==> config.mk <==
export PLATFORM = sky130hd
export DESIGN_NAME = dbcw_div
export DESIGN_NICKNAME = d
export VERILOG_FILES = /design/src/dbcw_pkg.sv /design/src/dbcw_div.sv
export SDC_FILE = /design/constraint.sdc
export NUM_CORES = 1
export LEC_CHECK = 0
export ABC_AREA = 0
export BUFFER_PORTS_ARGS = -buffer_cell sky130_fd_sc_hd__buf_2
export CAP_MARGIN = 10
export CORE_ASPECT_RATIO = 1.1
export CORE_MARGIN = 5
export CORE_UTILIZATION = 51
export CTS_CLUSTER_SIZE = 14
export DETAILED_ROUTE_END_ITERATION = 6
export PLACE_DENSITY_LB_ADDON = 0.3
export SLEW_MARGIN = 15
export SYNTH_ARGS = -nofsm -noshare
export SYNTH_HDL_FRONTEND = slang
export SYNTH_SLANG_ARGS = --single-unit
==> constraint.sdc <==
create_clock -name clk -period 2.4 [get_ports clk]
set_input_delay 0.12 -clock clk [delete_from_list [all_inputs] [get_ports clk]]
set_output_delay 0.12 -clock clk [all_outputs]
set_load 0.02 [all_outputs]
==> src/dbcw_pkg.sv <==
// Shared types, constants and helpers for the delay-based congestion window unit.
package dbcw_pkg;

    localparam int TABLE_DEPTH_DEF    = 256;
    localparam int RATE_FRAC_BITS_DEF = 16;

    // shared divider: 48-bit dividend, 32-bit divisor, one quotient bit per cycle
    localparam int DIV_W     = 48;
    localparam int DIVISOR_W = 32;
    localparam int DIV_CNT_W = $clog2(DIV_W);

    localparam logic [15:0] DELAY_THR_RST = 16'd120;
    localparam logic [15:0] DECR_RST      = 16'd55706;
    localparam logic [15:0] MIN_TO_RST    = 16'd50;
    localparam logic [15:0] MAX_TO_RST    = 16'd5000;
    localparam logic [15:0] INIT_WIN_RST  = 16'd2;
    localparam logic [15:0] TIMEOUT_RST   = 16'd1000;

    localparam logic KIND_SENT = 1'b0;
    localparam logic KIND_ACK  = 1'b1;

    typedef enum logic [2:0]
    {
        REG_DELAY_THR = 3'd0,
        REG_DECR      = 3'd1,
        REG_MIN_TO    = 3'd2,
        REG_MAX_TO    = 3'd3,
        REG_INIT_WIN  = 3'd4
    } cfg_reg_t;

    typedef enum logic [3:0]
    {
        ST_CLEAR,
        ST_IDLE,
        ST_SLOT,
        ST_DISPATCH,
        ST_SEND,
        ST_ENTRY,
        ST_RATE,
        ST_CHANGE,
        ST_AVG,
        ST_SELECT,
        ST_GROW,
        ST_RTT,
        ST_RTO,
        ST_CUT,
        ST_OUT
    } state_t;

    typedef struct packed
    {
        logic                 start;
        logic [DIV_W-1:0]     dividend;
        logic [DIVISOR_W-1:0] divisor;
    } div_req_t;

    function automatic logic signed [47:0] sat48(input logic signed [59:0] x);
        logic signed [47:0] r;
        if (x > 60'sh7FFF_FFFF_FFFF)
            r = 48'sh7FFF_FFFF_FFFF;
        else if (x < -60'sh8000_0000_0000)
            r = 48'sh8000_0000_0000;
        else
            r = x[47:0];
        return r;
    endfunction

endpackage

==> src/dbcw_div.sv <==
// Shared restoring divider, one quotient bit per cycle.
module dbcw_div
    import dbcw_pkg::*;
(
    input  logic             clk,
    input  logic             rst_n,
    input  div_req_t         req,
    output logic             busy,
    output logic [DIV_W-1:0] quotient
);

    logic                 busy_reg, busy_next;
    logic [DIV_CNT_W-1:0] cnt_reg, cnt_next;
    logic [DIV_W-1:0]     q_reg, q_next;
    logic [DIVISOR_W-1:0] r_reg, r_next;
    logic [DIVISOR_W-1:0] d_reg, d_next;
    logic [DIVISOR_W:0]   trial;

    always_comb
    begin
        busy_next = busy_reg;
        cnt_next  = cnt_reg;
        q_next    = q_reg;
        r_next    = r_reg;
        d_next    = d_reg;
        trial     = {r_reg, q_reg[DIV_W-1]};
        if (req.start)
        begin
            busy_next = 1'b1;
            cnt_next  = DIV_CNT_W'(DIV_W - 1);
            q_next    = req.dividend;
            r_next    = '0;
            d_next    = req.divisor;
        end
        else if (busy_reg)
        begin
            if (trial >= {1'b0, d_reg})
            begin
                r_next = DIVISOR_W'(trial - {1'b0, d_reg});
                q_next = {q_reg[DIV_W-2:0], 1'b1};
            end
            else
            begin
                r_next = trial[DIVISOR_W-1:0];
                q_next = {q_reg[DIV_W-2:0], 1'b0};
            end
            cnt_next = cnt_reg - 1'b1;
            if (cnt_reg == '0)
                busy_next = 1'b0;
        end
    end

    always_ff @(posedge clk or negedge rst_n)
    begin
        if (!rst_n)
        begin
            busy_reg <= 1'b0;
            cnt_reg  <= '0;
        end
        else
        begin
            busy_reg <= busy_next;
            cnt_reg  <= cnt_next;
        end
    end

    always_ff @(posedge clk)
    begin
        q_reg <= q_next;
        r_reg <= r_next;
        d_reg <= d_next;
    end

    assign busy     = busy_reg;
    assign quotient = q_reg;

endmodule

==> impl_metrics.toml <==
[detailed_routing]
ant_nets = 0
finalWirelength_mm = 21.0
firstDrtPassIters = 5
drc = 0
routedWlPerCell_um = 18.3
via_per_inst = 5.58
vias = 6424
drt-initial-drc-count = 520

[global_route]
overflow = 0
grt_max_degree = 49
antenna_found_initial = 1
grt_pass1_vias = 6805
grt_use_total = 0.263
grt_pass1_wl_mm = 33.4

[yosys]
syn-instance-count = 662
syn_avg_cell_area_um2 = 10.3
netlist_area_um2 = 6810
synth_warnings = 0
synth_edf_count = 80
synth_cell_types = 71
ys_seq_area_frac = 0.473
ys_ff_latch = 119
syn_nets = 780
ys.flop_type = "edfxtp_1"
synth-async-reset-ratio = 0.0588

[placed_design]
io_buffers = 131
place_area_um2 = 8480
place.gp.congestion = 0.941
pre_cts_ws_ns = -0.461
place_inst = 1046
dp_hpwl_mm = 13.4

[cells_and_area]
drive_gt1_frac = 0.411
largest_reg_flops = 48
final_cell_mix = "buf_2, buf_4, edfxtp_1"
layout.nets = 1095
stdcell_area_um2 = 10100
fin_cells = 1152
final_common_cell = "buf_2"
fill_cells = 819
area_growth_pct = 48.4

[pwr]
vdd_drop_max_v = 0.000645
p_leak_nw = 4.43
power_density_nw_per_um2 = 1080

[worst_setup_path]
crit_path_max_fanout = 5
start_kind = "register"
crit_path_end_kind = "register"
crit_path_start = "d_reg[1]"
rr_startpoint = "d_reg[1]"
critical_path_class = "register to register"
r2r.worst_path.cells = 13
reg2reg_to = "r_reg[13]"
endpoint = "r_reg[13]"
regToRegSetupSlack_ns = -0.25
worstPathArrival_ns = 2.95
worstPathRequired_ns = 2.71

[cts]
cts-htree-levels = 4
clock-sinks = 119
cts_buffers = 17
clock_latency_ns = 0.43
cts_tree = "built"
cts_buffer_depth = 2
path_clk_slew_ns = 0.06
cts_root_buf = "clkbuf_16"

[floorplanning]
die-area_um2 = 15800
fp.dieH_um = 131
fp-row-count = 44
io-pin-count = 132
start_util = 0.517
core-area_um2 = 13200
dieWidth_um = 120

[sta]
slew_viol_final = 0
fmax_mhz = 378
setup_violations = 33
relSlewSlack = 0.483
fin_crit_sh = 1.10
setup_ws_ns = -0.249
skew_ns = 0.0117
tightest_slew_ns = 0.774
hold_violations = 0
whs_ns = 0.00792
rsz0062_at_grt = "yes"
fin_setup_tns_ns = -5.99
fin_crit_ns = 2.65

[outcome]
status = "finished with violations"
violations = "negative setup slack"

[job]
drv_cap = 0

[hold_path]
hold_path.class = "primary input to register"
worst max-delay path, stage by stage (launching register included):
cell and delay [ns]:
edfxtp_1 0.37, inv_2 0.06, ha_4 0.26, nor2b_4 0.14
o2111ai_2 0.12, a211o_1 0.33, a211oi_2 0.23, buf_4 0.17
nor2_4 0.04, o211ai_4 0.20, buf_6 0.16, buf_6 0.10
nor3_1 0.05, a311o_1 0.30
metrics by stage:
stage / util / power, mW
after floorplan: - / 5.59
after global placement: 0.644 / 7.26
after detailed placement: 0.644 / 7.36
after CTS: 0.757 / 10.6
after global routing: 0.768 / 11.6
final: 0.768 / 11.0
logic make-up after synthesis:
kind of cell,after synthesis,share of synthesized area
XOR/XNOR,30,0.0386
buffers and inverters,78,0.0489
AND/OR/NAND/NOR,199,0.136
adder cells (fa/ha/maj),35,0.0654
AO/OA/AOI/OAI,150,0.154
multiplexers,51,0.0838
flip-flops,119,0.473
layout make-up:
class	count	area (µm²)	share of cell area
diodes	1	2.50	0.000248
clock buffers	18	439	0.0435
clock inverters	14	165	0.0163
inverters	44	165	0.0163
multi-input cells	465	3540	0.350
flip-flops and latches	119	3220	0.319
well taps	161	201	0.0199
repair buffers	330	2370	0.235
repair_timing:
item                       CTS  global route
hold endpoints to repair    69             1
resized for setup           41            26
buffers inserted             7             0
gates cloned                 2             0
setup endpoints to repair   33            33
hold buffers                63             1
pin swaps                   20            11
cells in the mapped netlist, types with 8 or more instances:
library cell   n  area share
ha_1          34       0.062
nand2_1       84       0.046
clkbuf_1      19       0.010
nand3_1       11      0.0081
nand4_1        9      0.0083
edfxtp_1      80        0.35
a311oi_1      19       0.024
xor2_1        11       0.014
mux2_2        48       0.079
nor2_1        46       0.025
a21oi_1       34       0.025
dfxtp_1       32       0.094
nor3b_1        8      0.0088
xnor2_1       19       0.024
inv_1         44       0.024
o21ai_0       34       0.025
nor3_1         9      0.0066
worst min-delay path by stage:
stage                       start            to  cells after the start
after floorplan             rst_n          busy                      0
after global placement      rst_n    cnt_reg[5]                      1
after detailed placement    rst_n    cnt_reg[4]                      1
after CTS                 req[65]  quotient[33]                      2
after global routing      req[64]  quotient[32]                      2
final                     req[38]   quotient[6]                      2
metal layers:
layer / global-route usage / routed length, µm / vias to the layer above
li1: - / - / 3071
met1: 0.309 / 8280 / 3044
met2: 0.455 / 10700 / 260
met3: 0.0709 / 1490 / 49
met4: 0.109 / 584 / 0
met5: 0 / 0 / -
where the power goes:
group          internal, mW  switching (mW)  total, mW
sequential             2.59           0.247       2.84
clock                  1.58            1.03       2.61
combinational          2.71            2.80       5.51
No activity file was read; power rests on OpenSTA's default activity.
